==> config.mk <==
export PLATFORM = sky130hd
export DESIGN_NAME = buzzer_effect_sequencer_top_flat
export DESIGN_NICKNAME = d
export VERILOG_FILES = /design/src/rtl/core/bes_pkg.sv /design/src/rtl/core/bes_if.sv /design/src/rtl/core/buzzer_effect_sequencer_top.sv /design/src/rtl/core/bes_seq.sv /design/src/rtl/core/bes_out.sv /design/src/flat_wrapper.sv
export SDC_FILE = /design/constraint.sdc
export NUM_CORES = 1
export LEC_CHECK = 0
export BUFFER_PORTS_ARGS = -buffer_cell sky130_fd_sc_hd__buf_4
export CAP_MARGIN = 0
export CORE_MARGIN = 5
export CORE_UTILIZATION = 45
export CTS_CLUSTER_DIAMETER = 200
export DETAILED_ROUTE_END_ITERATION = 8
export GPL_TIMING_DRIVEN = 0
export PLACE_DENSITY = 0.67
export SLEW_MARGIN = 15
export SYNTH_ARGS = -nofsm -noshare
export SYNTH_HDL_FRONTEND = slang
export SYNTH_HIERARCHICAL = 1
export SYNTH_SLANG_ARGS = --single-unit
==> constraint.sdc <==
create_clock -name clk -period 6.8 [get_ports clk]
set_input_delay 0.34 -clock clk [delete_from_list [all_inputs] [get_ports clk]]
set_output_delay 0.34 -clock clk [all_outputs]
set_load 0.03 [all_outputs]
==> src/rtl/core/bes_pkg.sv <==
// bes_pkg: shared types, constants and lookup functions for the buzzer effect sequencer
// depends on nothing; used by the interfaces and every module in rtl/core
`default_nettype none

package bes_pkg;

  // timer clock and prescaler
  localparam int unsigned ClkHz      = 170000000;
  localparam int unsigned PscDiv     = 50;
  localparam int unsigned PauseCount = 100;

  // field widths
  localparam int unsigned EffectW  = 4;
  localparam int unsigned ToneW    = 5;
  localparam int unsigned MsW      = 10;
  localparam int unsigned IdxW     = 5;
  localparam int unsigned PollW    = 10;
  localparam int unsigned ReloadW  = 14;
  localparam int unsigned CompareW = 13;

  typedef logic [EffectW-1:0]  effect_t;
  typedef logic [ToneW-1:0]    tone_t;
  typedef logic [MsW-1:0]      ms_t;
  typedef logic [IdxW-1:0]     idx_t;
  typedef logic [PollW-1:0]    poll_t;
  typedef logic [ReloadW-1:0]  reload_t;
  typedef logic [CompareW-1:0] compare_t;

  // input actions
  localparam logic ACT_TICK    = 1'b0;
  localparam logic ACT_REQUEST = 1'b1;

  // effect codes
  localparam effect_t EFF_OFF      = 4'd0;
  localparam effect_t EFF_START    = 4'd1;
  localparam effect_t EFF_CAP_ON   = 4'd2;
  localparam effect_t EFF_CAP_OFF  = 4'd3;
  localparam effect_t EFF_AIM_ON   = 4'd4;
  localparam effect_t EFF_AIM_OFF  = 4'd5;
  localparam effect_t EFF_SHOOT1   = 4'd6;
  localparam effect_t EFF_SHOOT8   = 4'd13;

  // tone codes
  localparam tone_t TONE_P  = 5'd0;
  localparam tone_t TONE_M1 = 5'd8;
  localparam tone_t TONE_M2 = 5'd9;
  localparam tone_t TONE_M3 = 5'd10;
  localparam tone_t TONE_M5 = 5'd12;
  localparam tone_t TONE_M6 = 5'd13;
  localparam tone_t TONE_M7 = 5'd14;

  // reset value of the poll interval
  localparam poll_t POLL_RESET = 10'd10;

  typedef struct packed {
    logic  valid;
    tone_t tone;
    ms_t   ms;
  } note_t;

  typedef struct packed {
    logic     pwm_on;
    reload_t  reload_value;
    compare_t compare_value;
    tone_t    tone_now;
    logic     playing;
  } res_t;

  function automatic note_t mk_note(tone_t t, int unsigned ms);
    note_t n;
    n.valid = 1'b1;
    n.tone  = t;
    n.ms    = ms_t'(ms);
    return n;
  endfunction

  // timer period count for a tone, 3400000 / f
  function automatic reload_t period_count(tone_t t);
    reload_t c;
    case (t)
      5'd1:    c = reload_t'(ClkHz / PscDiv / 262);
      5'd2:    c = reload_t'(ClkHz / PscDiv / 294);
      5'd3:    c = reload_t'(ClkHz / PscDiv / 330);
      5'd4:    c = reload_t'(ClkHz / PscDiv / 349);
      5'd5:    c = reload_t'(ClkHz / PscDiv / 392);
      5'd6:    c = reload_t'(ClkHz / PscDiv / 440);
      5'd7:    c = reload_t'(ClkHz / PscDiv / 494);
      5'd8:    c = reload_t'(ClkHz / PscDiv / 523);
      5'd9:    c = reload_t'(ClkHz / PscDiv / 587);
      5'd10:   c = reload_t'(ClkHz / PscDiv / 659);
      5'd11:   c = reload_t'(ClkHz / PscDiv / 698);
      5'd12:   c = reload_t'(ClkHz / PscDiv / 784);
      5'd13:   c = reload_t'(ClkHz / PscDiv / 880);
      5'd14:   c = reload_t'(ClkHz / PscDiv / 988);
      5'd15:   c = reload_t'(ClkHz / PscDiv / 1046);
      5'd16:   c = reload_t'(ClkHz / PscDiv / 1175);
      5'd17:   c = reload_t'(ClkHz / PscDiv / 1318);
      5'd18:   c = reload_t'(ClkHz / PscDiv / 1397);
      5'd19:   c = reload_t'(ClkHz / PscDiv / 1568);
      5'd20:   c = reload_t'(ClkHz / PscDiv / 1760);
      5'd21:   c = reload_t'(ClkHz / PscDiv / 1976);
      default: c = reload_t'(PauseCount);
    endcase
    return c;
  endfunction

  // note idx of an effect; valid low past the end or for an unknown code
  function automatic note_t effect_note(effect_t eff, idx_t idx);
    note_t n;
    idx_t  shot_len;
    n        = '0;
    shot_len = {effect_t'(eff - 4'd5), 1'b0};
    case (eff)
      EFF_START: begin
        case (idx)
          5'd0:    n = mk_note(TONE_M1, 200);
          5'd1:    n = mk_note(TONE_P, 50);
          5'd2:    n = mk_note(TONE_M2, 200);
          5'd3:    n = mk_note(TONE_P, 50);
          5'd4:    n = mk_note(TONE_M3, 200);
          5'd5:    n = mk_note(TONE_P, 50);
          5'd6:    n = mk_note(TONE_M2, 200);
          5'd7:    n = mk_note(TONE_P, 50);
          5'd8:    n = mk_note(TONE_M5, 200);
          5'd9:    n = mk_note(TONE_P, 50);
          5'd10:   n = mk_note(TONE_M7, 200);
          5'd11:   n = mk_note(TONE_P, 50);
          5'd12:   n = mk_note(TONE_M6, 500);
          5'd13:   n = mk_note(TONE_M5, 250);
          5'd14:   n = mk_note(TONE_M6, 750);
          default: n = '0;
        endcase
      end
      EFF_CAP_ON: begin
        case (idx)
          5'd0:    n = mk_note(TONE_M1, 200);
          5'd1:    n = mk_note(TONE_M3, 200);
          5'd2:    n = mk_note(TONE_M5, 200);
          default: n = '0;
        endcase
      end
      EFF_CAP_OFF: begin
        case (idx)
          5'd0:    n = mk_note(TONE_M5, 200);
          5'd1:    n = mk_note(TONE_M3, 200);
          5'd2:    n = mk_note(TONE_M1, 200);
          default: n = '0;
        endcase
      end
      EFF_AIM_ON: begin
        case (idx)
          5'd0, 5'd2, 5'd4: n = mk_note(TONE_M7, 50);
          5'd1, 5'd3, 5'd5: n = mk_note(TONE_P, 150);
          default:          n = '0;
        endcase
      end
      EFF_AIM_OFF: begin
        case (idx)
          5'd0:    n = mk_note(TONE_M7, 200);
          5'd1:    n = mk_note(TONE_M5, 200);
          5'd2:    n = mk_note(TONE_M3, 200);
          default: n = '0;
        endcase
      end
      default: begin
        // shots: note then pause, 100 ms each
        if (eff >= EFF_SHOOT1 && eff <= EFF_SHOOT8 && idx < shot_len) begin
          n = mk_note(idx[0] ? TONE_P : TONE_M5, 100);
        end
      end
    endcase
    return n;
  endfunction

endpackage

`default_nettype wire

==> src/rtl/core/bes_if.sv <==
// bes_in_if and bes_out_if: valid/ready channels of the buzzer effect sequencer
// depends on bes_pkg
`default_nettype none

interface bes_in_if;
  import bes_pkg::*;
  logic    valid;
  logic    ready;
  logic    action;
  effect_t effect;

  modport source (output valid, output action, output effect, input ready);
  modport sink   (input valid, input action, input effect, output ready);
endinterface

interface bes_out_if;
  import bes_pkg::*;
  logic     valid;
  logic     ready;
  logic     pwm_on;
  reload_t  reload_value;
  compare_t compare_value;
  tone_t    tone_now;
  logic     playing;

  modport source (output valid, output pwm_on, output reload_value, output compare_value,
                  output tone_now, output playing, input ready);
  modport sink   (input valid, input pwm_on, input reload_value, input compare_value,
                  input tone_now, input playing, output ready);
endinterface

`default_nettype wire

==> src/rtl/core/buzzer_effect_sequencer_top.sv <==
// buzzer_effect_sequencer_top: buzzer effect sequencer, ticks and requests in, timer settings out
// depends on bes_pkg, bes_if, bes_seq and bes_out
//
//   channel   direction  handshake        payload
//   in_ch     in         valid / ready    action, effect
//   out_ch    out        valid / ready    pwm_on, reload_value, compare_value, tone_now, playing
//   cfg       in         cfg_we           cfg_wdata (poll_ms)
//
// one transaction accepted per cycle while in_ch ready is high; its result is registered in the result buffer
// the state update and note/period lookup sit in one stage ahead of the result buffer
// a two-entry result buffer holds results while out_ch stalls; in_ch ready drops only when full
// reset clears the sequencer state and sets poll_ms to 10
`default_nettype none

module buzzer_effect_sequencer_top
  import bes_pkg::*;
(
  input  wire logic  clk,
  input  wire logic  rst,
  bes_in_if.sink     in_ch,
  bes_out_if.source  out_ch,
  input  wire logic  cfg_we,
  input  wire poll_t cfg_wdata
);

  res_t seq_res;
  res_t buf_res;
  logic accept;
  logic push_ready;

  assign accept      = in_ch.valid && push_ready;
  assign in_ch.ready = push_ready;

  // sequencer state and lookups
  bes_seq u_seq (
    .clk       (clk),
    .rst       (rst),
    .accept    (accept),
    .action    (in_ch.action),
    .effect    (in_ch.effect),
    .cfg_we    (cfg_we),
    .cfg_wdata (cfg_wdata),
    .res       (seq_res)
  );

  // result buffer
  bes_out u_out (
    .clk        (clk),
    .rst        (rst),
    .push       (accept),
    .push_res   (seq_res),
    .push_ready (push_ready),
    .out_valid  (out_ch.valid),
    .out_ready  (out_ch.ready),
    .out_res    (buf_res)
  );

  assign out_ch.pwm_on        = buf_res.pwm_on;
  assign out_ch.reload_value  = buf_res.reload_value;
  assign out_ch.compare_value = buf_res.compare_value;
  assign out_ch.tone_now      = buf_res.tone_now;
  assign out_ch.playing       = buf_res.playing;

endmodule

`default_nettype wire

==> src/rtl/core/bes_seq.sv <==
// bes_seq: sequencer state, poll counter, note lookup and timer settings for each transaction
// depends on bes_pkg
`default_nettype none

module bes_seq
  import bes_pkg::*;
(
  input  wire logic  clk,
  input  wire logic  rst,
  input  wire logic  accept,
  input  wire logic  action,
  input  wire effect_t effect,
  input  wire logic  cfg_we,
  input  wire poll_t cfg_wdata,
  output res_t       res
);

  poll_t   poll_ms;
  effect_t pending_effect, pending_effect_next;
  effect_t active_effect, active_effect_next;
  idx_t    step_index, step_index_next;
  ms_t     step_ms_left, step_ms_left_next;
  poll_t   poll_count, poll_count_next;
  tone_t   current_tone, current_tone_next;
  logic    pwm_running, pwm_running_next;
  logic    in_sequence, in_sequence_next;

  note_t   step_note;
  note_t   start_note;
  idx_t    step_index_inc;
  ms_t     ms_dec;
  logic    poll_due;
  reload_t cnt;

  // note lookups for the next step and for a poll start
  assign step_index_inc = idx_t'(step_index + 5'd1);
  assign step_note      = effect_note(active_effect, step_index_inc);
  assign start_note     = effect_note(pending_effect, 5'd0);
  assign ms_dec         = (step_ms_left != '0) ? ms_t'(step_ms_left - 10'd1) : '0;
  assign poll_due       = ({1'b0, poll_count} + 11'd1) >= {1'b0, poll_ms};

  // next state for an accepted transaction
  always_comb begin
    pending_effect_next = pending_effect;
    active_effect_next  = active_effect;
    step_index_next     = step_index;
    step_ms_left_next   = step_ms_left;
    poll_count_next     = poll_count;
    current_tone_next   = current_tone;
    pwm_running_next    = pwm_running;
    in_sequence_next    = in_sequence;
    if (action == ACT_REQUEST) begin
      if (!in_sequence) begin
        pending_effect_next = effect;
      end
    end else if (in_sequence) begin
      step_ms_left_next = ms_dec;
      if (ms_dec == '0) begin
        step_index_next = step_index_inc;
        if (step_note.valid) begin
          current_tone_next = step_note.tone;
          step_ms_left_next = step_note.ms;
        end else begin
          in_sequence_next    = 1'b0;
          pending_effect_next = EFF_OFF;
          poll_count_next     = '0;
        end
      end
    end else if (poll_due) begin
      poll_count_next = '0;
      if (pending_effect == EFF_OFF) begin
        current_tone_next = TONE_P;
        pwm_running_next  = 1'b0;
      end else if (start_note.valid) begin
        active_effect_next = pending_effect;
        step_index_next    = '0;
        current_tone_next  = start_note.tone;
        step_ms_left_next  = start_note.ms;
        pwm_running_next   = 1'b1;
        in_sequence_next   = 1'b1;
      end
    end else begin
      poll_count_next = poll_t'(poll_count + 10'd1);
    end
  end

  // timer settings from the new tone
  assign cnt               = period_count(current_tone_next);
  assign res.pwm_on        = pwm_running_next;
  assign res.reload_value  = reload_t'(cnt - 14'd1);
  assign res.compare_value = compare_t'(cnt >> 1);
  assign res.tone_now      = current_tone_next;
  assign res.playing       = in_sequence_next;

  // state registers
  always_ff @(posedge clk) begin
    if (rst) begin
      poll_ms        <= POLL_RESET;
      pending_effect <= EFF_OFF;
      active_effect  <= EFF_OFF;
      step_index     <= '0;
      step_ms_left   <= '0;
      poll_count     <= '0;
      current_tone   <= TONE_P;
      pwm_running    <= 1'b0;
      in_sequence    <= 1'b0;
    end else begin
      if (cfg_we) begin
        poll_ms <= cfg_wdata;
      end
      if (accept) begin
        pending_effect <= pending_effect_next;
        active_effect  <= active_effect_next;
        step_index     <= step_index_next;
        step_ms_left   <= step_ms_left_next;
        poll_count     <= poll_count_next;
        current_tone   <= current_tone_next;
        pwm_running    <= pwm_running_next;
        in_sequence    <= in_sequence_next;
      end
    end
  end

endmodule

`default_nettype wire

==> src/rtl/core/bes_out.sv <==
// bes_out: two-entry result buffer (output register plus skid stage)
// depends on bes_pkg
`default_nettype none

module bes_out
  import bes_pkg::*;
(
  input  wire logic clk,
  input  wire logic rst,
  input  wire logic push,
  input  wire res_t push_res,
  output logic      push_ready,
  output logic      out_valid,
  input  wire logic out_ready,
  output res_t      out_res
);

  logic main_valid;
  res_t main_res;
  logic skid_valid;
  res_t skid_res;
  logic pop;

  assign push_ready = !skid_valid;
  assign out_valid  = main_valid;
  assign out_res    = main_res;
  assign pop        = main_valid && out_ready;

  // control: valid flags
  always_ff @(posedge clk) begin
    if (rst) begin
      main_valid <= 1'b0;
      skid_valid <= 1'b0;
    end else if (pop) begin
      if (skid_valid) begin
        skid_valid <= 1'b0;
      end else begin
        main_valid <= push;
      end
    end else if (push) begin
      if (main_valid) begin
        skid_valid <= 1'b1;
      end else begin
        main_valid <= 1'b1;
      end
    end
  end

  // payload registers
  always_ff @(posedge clk) begin
    if (pop) begin
      if (skid_valid) begin
        main_res <= skid_res;
      end else if (push) begin
        main_res <= push_res;
      end
    end else if (push) begin
      if (main_valid) begin
        skid_res <= push_res;
      end else begin
        main_res <= push_res;
      end
    end
  end

endmodule

`default_nettype wire

==> src/flat_wrapper.sv <==
// flat-port wrapper written by rule: the top's interface ports become plain ports
module buzzer_effect_sequencer_top_flat import bes_pkg::*;
  (clk, rst, cfg_we, cfg_wdata, in_ch_valid, in_ch_action, in_ch_effect, in_ch_ready, out_ch_valid, out_ch_pwm_on, out_ch_reload_value, out_ch_compare_value, out_ch_tone_now, out_ch_playing, out_ch_ready);
  bes_in_if in_ch_i ();
  bes_out_if out_ch_i ();
  input  wire logic clk;
  input  wire logic rst;
  input  wire logic cfg_we;
  input  wire poll_t cfg_wdata;
  input wire logic [$bits(in_ch_i.valid)-1:0] in_ch_valid;
  input wire logic [$bits(in_ch_i.action)-1:0] in_ch_action;
  input wire logic [$bits(in_ch_i.effect)-1:0] in_ch_effect;
  output wire logic [$bits(in_ch_i.ready)-1:0] in_ch_ready;
  output wire logic [$bits(out_ch_i.valid)-1:0] out_ch_valid;
  output wire logic [$bits(out_ch_i.pwm_on)-1:0] out_ch_pwm_on;
  output wire logic [$bits(out_ch_i.reload_value)-1:0] out_ch_reload_value;
  output wire logic [$bits(out_ch_i.compare_value)-1:0] out_ch_compare_value;
  output wire logic [$bits(out_ch_i.tone_now)-1:0] out_ch_tone_now;
  output wire logic [$bits(out_ch_i.playing)-1:0] out_ch_playing;
  input wire logic [$bits(out_ch_i.ready)-1:0] out_ch_ready;
  assign in_ch_i.valid = in_ch_valid;
  assign in_ch_i.action = in_ch_action;
  assign in_ch_i.effect = in_ch_effect;
  assign in_ch_ready = in_ch_i.ready;
  assign out_ch_valid = out_ch_i.valid;
  assign out_ch_pwm_on = out_ch_i.pwm_on;
  assign out_ch_reload_value = out_ch_i.reload_value;
  assign out_ch_compare_value = out_ch_i.compare_value;
  assign out_ch_tone_now = out_ch_i.tone_now;
  assign out_ch_playing = out_ch_i.playing;
  assign out_ch_i.ready = out_ch_ready;
  buzzer_effect_sequencer_top u_core (.clk(clk), .rst(rst), .in_ch(in_ch_i), .out_ch(out_ch_i), .cfg_we(cfg_we), .cfg_wdata(cfg_wdata));
endmodule
Word-level counts from Yosys, hierarchy flattened --
Memories as Yosys holds them, arrays and structs flattened. Cells that the tools add are included.
Storage, ports and cells: flip-flop bits (word level) 120, bits in latches 0, RAM bits 0, ROM bits 672, input port bits 20, output and inout port bits 36, logic and storage cells 151, memories 2
Memory list:
- (no name shown) | depth 32, width 14, rd ports 1, clocked after Yosys merged registers in 0, write ports 0, line bes_pkg.sv:80 | case (t)
- (no name shown) | depth 16, width 14, rd ports 1, clocked after Yosys merged registers in 0, write ports 0, line bes_pkg.sv:115 | case (idx)
Operators by class: $add $sub $neg 7, multipliers 0, divide/modulo/power cells 0, order comparisons 7, eq/ne operators 22, shifts and indexed selects 0, mux-type cells 58, bitwise operators 4, reductions and logical operators 30
Operators by type and width (count):
- 34-bit 2-to-1 mux | 5
- 16-bit one-hot mux with 3 select lines | 3
- 10-bit 2-to-1 mux | 11
- 16-bit one-hot mux with 5 select lines | 1
- 16-bit one-hot mux with 4 select lines | 1
- 5-bit 2-to-1 mux | 12
- 16-bit 2-to-1 mux | 3
- 16-bit one-hot mux with 2 select lines | 1
- 4-bit 2-to-1 mux | 6
- 4-bit by 2-bit equality test with 1-bit output, second input constant | 4
- 4-bit by 3-bit equality test with 1-bit output, second input constant | 4
- 1-bit 2-to-1 mux | 15
- 14-bit by 1-bit subtractor with 14-bit output, second input constant | 1
- 6-bit AND reduction | 2
- 2-bit nonzero test | 6
- 10-bit by 1-bit adder with 11-bit output, second input constant | 1
- 11-bit by 10-bit >= comparator with 1-bit output | 1
- 10-bit by 1-bit adder with 10-bit output, second input constant | 1
- 5-bit by 2-bit equality test with 1-bit output, second input constant | 2
- 5-bit by 3-bit equality test with 1-bit output, second input constant | 2
- 10-bit logical NOT | 1
- 2-bit inequality test, second input constant | 5
- 5-bit AND reduction | 2
- 10-bit nonzero test | 1
- other kinds (20) | 37

Longest topological paths before layout --
Gate-level depths: netlist (run 1). An unclocked memory read counts as a cell.
depth in word-level cells 15, depth in mapped cells 26, mapped depth without buffers 24

Modules after synthesis --
The synthesis (run 1) kept the hierarchy.
By module, submodules not included:
- bes_seq | instances 1, cells each 663, area an instance 4938.5 um^2, seq. area each 1001.0 um^2
- bes_out | instances 1, cells each 118, area an instance 2678.8 um^2, seq. area each 2082.0 um^2
- buzzer_effect_sequencer_top | instances 1, cells each 1, area an instance 6.3 um^2, seq. area each 0.0 um^2

Worst setup path after synthesis (run 1) --
OpenSTA, ideal clock, no wires.
kind register to register, from register u_core.u_seq.step_index[1], to register u_core.u_out.main_res, in the netlist u_core/u_out/out_res[29], data pin, library setup time 260 ps, arrival time 4653 ps, required time 6540 ps, setup slack 1886 ps, cell stages (with the launch flop) 20, path buffers 0, clock period less this slack 4914 ps, path through dfxtp_1 -> ha_1 -> nand3_1 -> xor2_1 -> inv_2 -> ha_1 -> o21ai_0 -> a21oi_1 -> or3_2 -> o2111ai_4 -> a21oi_1 -> nor3_4 -> inv_1 -> ha_1 -> nor3_1 -> o41ai_4 -> a211oi_2 -> nand2_1 -> o31a_1 -> mux2_4
RTL lines:
- start, declared | line bes_seq.sv:21 | idx_t step_index, step_index_next;
- start signal, assigned | line bes_seq.sv:114 | step_index <= step_index_next;
- end signal, assigned | line bes_out.sv:53 | main_res <= skid_res;
- end signal, assigned | line bes_out.sv:55 | main_res <= push_res;
- end signal, assigned | line bes_out.sv:61 | main_res <= push_res;
- end, declared | line bes_out.sv:19 | res_t main_res;

==> results of run 1 <==
[layer usage]
| layer | GRT usage, % | wire length, µm | part of all wire, % | vias up |
|---|---|---|---|---|
| met3 | 4.29 | 1000 | 5.6 | 23 |
| met4 | 5.66 | 264 | 1.5 | 0 |
| met2 | 28.9 | 8290 | 46 | 203 |
| met1 | 24.3 | 8280 | 46 | 2876 |
| met5 | 0 | 0 | 0 | - |
| li1 | - | - | - | 3047 |
[power breakdown]
part / internal, mW / total [mW] / switching (mW)
clock: 0.574 / 0.889 / 0.314
combinational: 0.137 / 0.325 / 0.188
sequential: 0.820 / 0.834 / 0.0139
[flip-flops by register name, indices dropped and copies added (netlist names)]
register,count
u_core/u_out/out_res,34
u_core/u_out/out_valid,1
u_core/u_out/skid_res,34
u_core/u_out/skid_valid,1
u_core/u_seq/active_effect,4
u_core/u_seq/current_tone,5
u_core/u_seq/in_sequence,1
u_core/u_seq/pending_effect,4
u_core/u_seq/poll_count,10
u_core/u_seq/poll_ms,10
u_core/u_seq/pwm_running,1
u_core/u_seq/step_index,5
u_core/u_seq/step_ms_left,10
[cell type report]
type,count,area share [%]
Multi-Input combinational cell,577,45.8
Timing Repair Buffer,55,4.85
Tap cell,220,3.08
Inverter,40,1.71
Clock buffer,20,4.89
Sequential cell,120,34.5
Clock inverter,12,1.69
Buffer,45,3.47
[critical path, stage by stage, from the launching register on]
cell and delay (ps):
dfxtp_1 510, ha_1 340, nand3_1 190, xor2_1 370, inv_2 100, ha_1 300
o21ai_0 70, a21oi_1 70, or3_2 470, o2111ai_4 200, a21oi_1 180, nor3_4 450
inv_1 340, ha_1 400, mux2i_1 170, o22a_1 220, ha_1 160, inv_1 70
a211oi_2 310, nand2_1 100, o31a_1 340, mux2_4 260
[worst max-delay path by stage]
stage                                          start                        to  cells after the start
after floorplan           u_core/u_seq/step_index[1]  u_core/u_out/out_res[29]                     19
after global placement    u_core/u_seq/step_index[1]  u_core/u_out/out_res[29]                     21
after detailed placement  u_core/u_seq/step_index[1]  u_core/u_out/out_res[29]                     21
after CTS                 u_core/u_seq/step_index[1]  u_core/u_out/out_res[29]                     21
after global routing      u_core/u_seq/step_index[1]  u_core/u_out/out_res[29]                     21
final                     u_core/u_seq/step_index[1]  u_core/u_out/out_res[29]                     21
[metrics by stage]
| step | setup slack [ps] | power (mW) |
|---|---|---|
| after global routing | 431 | 2.14 |
| after global placement | 1050 | 1.17 |
| after floorplan | 1890 | 1.08 |
| after CTS | 936 | 2.07 |
| final | 944 | 2.05 |
| after detailed placement | 977 | 1.17 |
[cell usage in the layout, fill, tap and decap left out, types with 5 or more instances in the layout]
master     count
clkbuf_1      21
inv_1         35
o21ai_0       31
a311oi_1       5
clkbuf_16     17
o31ai_1        6
nor3_1        20
nand3_1       26
a21oi_1       59
a211oi_1      10
ha_1          34
mux2i_1       22
o22ai_1        7
xnor2_1       18
o211ai_1      13
edfxtp_1      68
buf_6          9
a31oi_1        6
nor2_1        87
and3_1         8
a21o_1         5
a22oi_1       11
buf_4         59
dfxtp_1       52
nand2b_1       6
nand2_1       63
mux2_4        30
xor2_1         8
nand3b_1       6
[cell families after synthesis]
logic type	count (synthesis)	share of synthesized area (%)
buffers and inverters	85	6.07
DFF	120	40.4
AOI/OAI and AO/OA	204	19.2
and+or+nand+nor	257	16.3
muxes	56	9.39
adders and majority gates	34	5.58
xor gates and xnor gates	26	2.99
==> metrics.md, run 1 <==
| Metric | Value |
|---|---|
| Drt initial violations | `508` |
| Root buffer cell | `clkbuf_16` |
| # setup viols final | `0` |
| Chip width | `140 µm` |
| Worst EP required | `6960 ps` |
| Worst Hold End | `u_core/u_out/out_valid` |
| Crit path time final | `5860 ps` |
| Yosys top cell by area | `edfxtp_1` |
| Final ANT Viol Nets | `0` |
| Register area | `3080 µm²` |
| Die area | `19600 µm²` |
| CP Capture Type | `flip-flop` |
| WP data arrival | `6020 ps` |
| Number of hold buffers added after CTS | `0` |
| DRC | `0` |
| Tcrit/Tclk final | `86.1%` |
| PortBufs | `54` |
| Setup_tns | `0 ps` |
| Layout cells sized above 1 | `19.4%` |
| Commonest cells in the netlist | `nor2_1, edfxtp_1, nand2_1, a21oi_1, dfxtp_1` |
| Area growth syn-to-layout | `17.2%` |
| Yosys cell types | `93` |
| Final Hold Fails | `0` |
| Final design area excluding fillers | `8930 µm²` |
| Worst Skew | `13.0 ps` |
| Pwr/cell area | `229 nW/µm²` |
| Vias post-DR | `6149` |
| Worst Hold Path Cells | `2` |
| Number of cells on the worst reg-to-reg path | `21` |
| RSZ-0062 raised after global routing | `no` |
| Yosys top cell area share | `26.8%` |
| Slew HR | `43.7%` |
| Hpwl dp | `13.0 mm` |
| EDFF count, synth | `68` |
| TritonCTS clock tree | `done` |
| Fin. max-slew vios | `0` |
| Register area share after synthesis | `40.4%` |
| DRT Pass-1 Iters | `7` |
| Hold_ws | `115 ps` |
| Placed Cells | `1057` |
| CTS sink count | `120` |
| Clock-pin slew on the worst setup and hold paths | `50 ps` |
| Routed vias/inst | `5.65` |
| Largest net degree at the start of global routing | `35` |
| Startpoint Class | `flip-flop` |
| Hold wc startpoint | `rst` |
| Vias in the first global route | `5658` |
| Congestion Overflow GR | `0` |
| Initial Util | `46.0%` |
| Most used DFF post-synth | `edfxtp_1` |
| WL final | `17.8 mm` |
| Final Core Density | `53.9%` |
| Fmax | `0.171 GHz` |
| Worst slew pin tran | `838 ps` |
| Synth Instances | `782` |
| Top cells by area, synth | `edfxtp_1, dfxtp_1, mux2_4` |
| Area of the multi-input gates | `4090 µm²` |
| Initial antenna violation count | `0` |
| Nets | `910` |
| Ys Warns | `6` |
| Cts bufs inserted | `17` |
| Capture point of the worst reg-to-reg path | `u_core/u_out/out_res[29]` |
| Synthesized area | `7620 µm²` |
| Fraction of registers with async set/reset | `0%` |
| H-tree depth | `4` |
| Top-level port count | `56` |
| #FFs+latches synth | `120` |
| Gr usage total | `18.1%` |
| Max Cap Violations | `0` |
| Placed cell areas | `8340 µm²` |
| Leakage | `3.58 nW` |
| Cell Count, Final, Fillers Out | `1089` |
| Avg Inst Size Synth | `9.75 µm²` |
| First-pass GRT wire length | `28.9 mm` |
| Most common cell in the netlist | `nor2_1` |
| R2r setup slk | `940 ps` |
| Peak supply drop | `0.000246 V` |
| # resized after CTS | `0` |
| Postcts setup bufs | `0` |
| Longest Clk Path Bufs | `2` |
| Fillers | `1492` |
| Die Y | `140 µm` |
| Placer congestion estimate | `0.904` |
| Crit-path max FO | `12` |
| CORE AREA | `16600 µm²` |
| Setup CP Type | `reg2reg` |
| Syn_nets | `836` |
| # diodes | `0` |
| Hold Crit Class | `in2reg` |
| Status | `completed` |
| Clk_lat worst skew | `410 ps` |
| Wire per inst | `16.4 µm` |
| FP Rows | `47` |
| RR Startpoint | `u_core/u_seq/step_index[1]` |
(Power assumes the default switching activity.)
==> run 2, diff against run 1 <==
- PLACE_DENSITY: 0.67 -> default
==> run 2 against run 1 <==
Against the previous run: hold slack better by 16 ps; combinational power hardly changed; utilization is 0.23 points lower; via count is 1.7% higher; die area stayed put; sequential power hardly changed; maximum frequency is 1.0% lower; clock skew is 2.4 ps lower; flip-flop and latch count stayed put; final cell count stayed put; highest routed layer unchanged; clock power is 5.5% lower.
==> metrics.md, run 2 (synthesized netlist as in run 1, its figures left out) <==
| Metric | Value |
|---|---|
| Status | `completed` |
| Die area | `19600 µm² (unchanged)` |
| First-pass GRT wire length | `30.5 mm (+5.4%)` |
| Fillers | `1525 (+2.2%)` |
| Longest Clk Path Bufs | `2 (unchanged)` |
| TritonCTS clock tree | `done` |
| Vias post-DR | `6254 (+1.7%)` |
| Fmax | `0.169 GHz (-1.0%)` |
| Hold Crit Class | `in2reg` |
| Wire per inst | `17.3 µm (+5.5%)` |
| Worst EP required | `6960 ps (about the same)` |
| Postcts setup bufs | `0 (unchanged)` |
| Tcrit/Tclk final | `87.0% (+0.88 points)` |
| Crit-path max FO | `12 (unchanged)` |
| Largest net degree at the start of global routing | `35 (unchanged)` |
| WL final | `18.8 mm (+5.5%)` |
| Peak supply drop | `0.000172 V (-30%)` |
| Hpwl dp | `14.1 mm (+8.5%)` |
| Slew HR | `36.2% (-7.5 points)` |
| Number of hold buffers added after CTS | `0 (unchanged)` |
| Setup WS post-layout | `884 ps (-60.1 ps)` |
| Cts bufs inserted | `17 (unchanged)` |
| Clk_lat worst skew | `420 ps (about the same)` |
| Max Cap Violations | `0 (unchanged)` |
| Chip width | `140 µm (unchanged)` |
| Clock-pin slew on the worst setup and hold paths | `50 ps (about the same)` |
| Initial antenna violation count | `0 (unchanged)` |
| Setup WS pre-CTS | `955 ps (-21.9 ps)` |
| Placer congestion estimate | `0.876 (-3.1%)` |
| Routed vias/inst | `5.74 (+1.7%)` |
| Placed Cells | `1057 (unchanged)` |
| Setup_tns | `0 ps (unchanged)` |
| # resized after CTS | `0 (unchanged)` |
| CTS sink count | `120 (unchanged)` |
| Drt initial violations | `515 (+1.4%)` |
| Startpoint Class | `flip-flop` |
| CORE AREA | `16600 µm² (unchanged)` |
| Congestion Overflow GR | `0 (unchanged)` |
| Top-level port count | `56 (unchanged)` |
| CP Capture Type | `flip-flop` |
| Layout cells sized above 1 | `19.1% (-0.35 points)` |
| Placed cell areas | `8340 µm² (unchanged)` |
| Worst slew pin tran | `949 ps (+111 ps)` |
| Fin. max-slew vios | `0 (unchanged)` |
| Cell Count, Final, Fillers Out | `1089 (unchanged)` |
| # setup viols final | `0 (unchanged)` |
| Setup CP Type | `reg2reg` |
| DRC | `0 (unchanged)` |
| Initial Util | `46.0% (unchanged)` |
| Nets | `910 (unchanged)` |
| Area of the multi-input gates | `4090 µm² (unchanged)` |
| RSZ-0062 raised after global routing | `no` |
| PortBufs | `54 (unchanged)` |
| Gr usage total | `19.2% (+1.1 points)` |
| Worst Skew | `10.6 ps (-2.36 ps)` |
| Root buffer cell | `clkbuf_16` |
| Most common cell after layout, fill and taps aside | `nor2_1` |
| Pwr/cell area | `225 nW/µm² (-1.9%)` |
| Die Y | `140 µm (unchanged)` |
| Final Hold Fails | `0 (unchanged)` |
| Most frequent cells in the layout | `nor2_1, edfxtp_1, nand2_1` |
| Area growth syn-to-layout | `16.7%` |
| Final design area excluding fillers | `8890 µm² (-0.43%)` |
| Crit path time final | `5920 ps (+60.1 ps)` |
| WP data arrival | `6080 ps (+60 ps)` |
| DRT Pass-1 Iters | `5 (-2)` |
| # diodes | `0 (unchanged)` |
| Final ANT Viol Nets | `0 (unchanged)` |
| FP Rows | `47 (unchanged)` |
| Vias in the first global route | `5948 (+5.1%)` |
| Register area | `3080 µm² (unchanged)` |
| H-tree depth | `4 (unchanged)` |
| Leakage | `3.56 nW (-0.43%)` |
| Final Core Density | `53.6% (-0.23 points)` |
==> run 2: critical path, stage by stage, from the launching register on <==
cell	delay [ps]
dfxtp_1	530
ha_1	350
nand3_1	180
xor2_1	390
inv_2	110
ha_1	300
o21ai_0	70
a21oi_1	70
or3_2	490
o2111ai_4	200
a21oi_1	180
nor3_4	450
inv_1	350
ha_1	400
mux2i_1	160
o22a_1	190
ha_1	160
inv_1	90
a211oi_2	310
nand2_1	100
o31a_1	320
mux2_4	250
==> run 2: where the power goes <==
part	switching [mW]	internal, mW
clock	0.306	0.535
combinational	0.189	0.137
sequential	0.0134	0.821
total	0.508	1.49
==> run 2: metal layers <==
metal	up-vias	track usage (%)	part of all wire [%]
li1	3040	-	-
met5	-	0	0
met3	24	3.85	5.4
met1	2984	25.2	45
met2	206	31.8	48
met4	0	6.17	1.6
==> run 2: path summary, 6_finish.rpt <==
| kind | from | to | slack [ps] | depth (start not counted) |
|---|---|---|---|---|
| worst min register to register | u_core/u_seq/poll_ms[1] | u_core/u_seq/poll_ms[1] | 490 | 2 |
| worst min-delay path | rst | u_core/u_out/out_valid | 130 | 2 |
| worst max register to register | u_core/u_seq/step_index[1] | u_core/u_out/out_res[29] | 880 | 21 |
| worst max-delay path | u_core/u_seq/step_index[1] | u_core/u_out/out_res[29] | 880 | 21 |
==> run 2: area by class of cell <==
class,instances,share of cell area (%)
Inverter,40,1.72
Tap cell,220,3.10
Clock inverter,9,1.14
Timing Repair Buffer,55,4.87
Buffer,45,3.49
Sequential cell,120,34.7
Multi-Input combinational cell,577,46.0
Clock buffer,23,5.04
==> run 2: through the flow <==
step                hold WS [ps]  total power, mW
finish                       131             2.00
detailed placement           486             1.18
global placement             475             1.17
global route                 122             2.09
floorplan                    409             1.08
CTS                          116             2.02
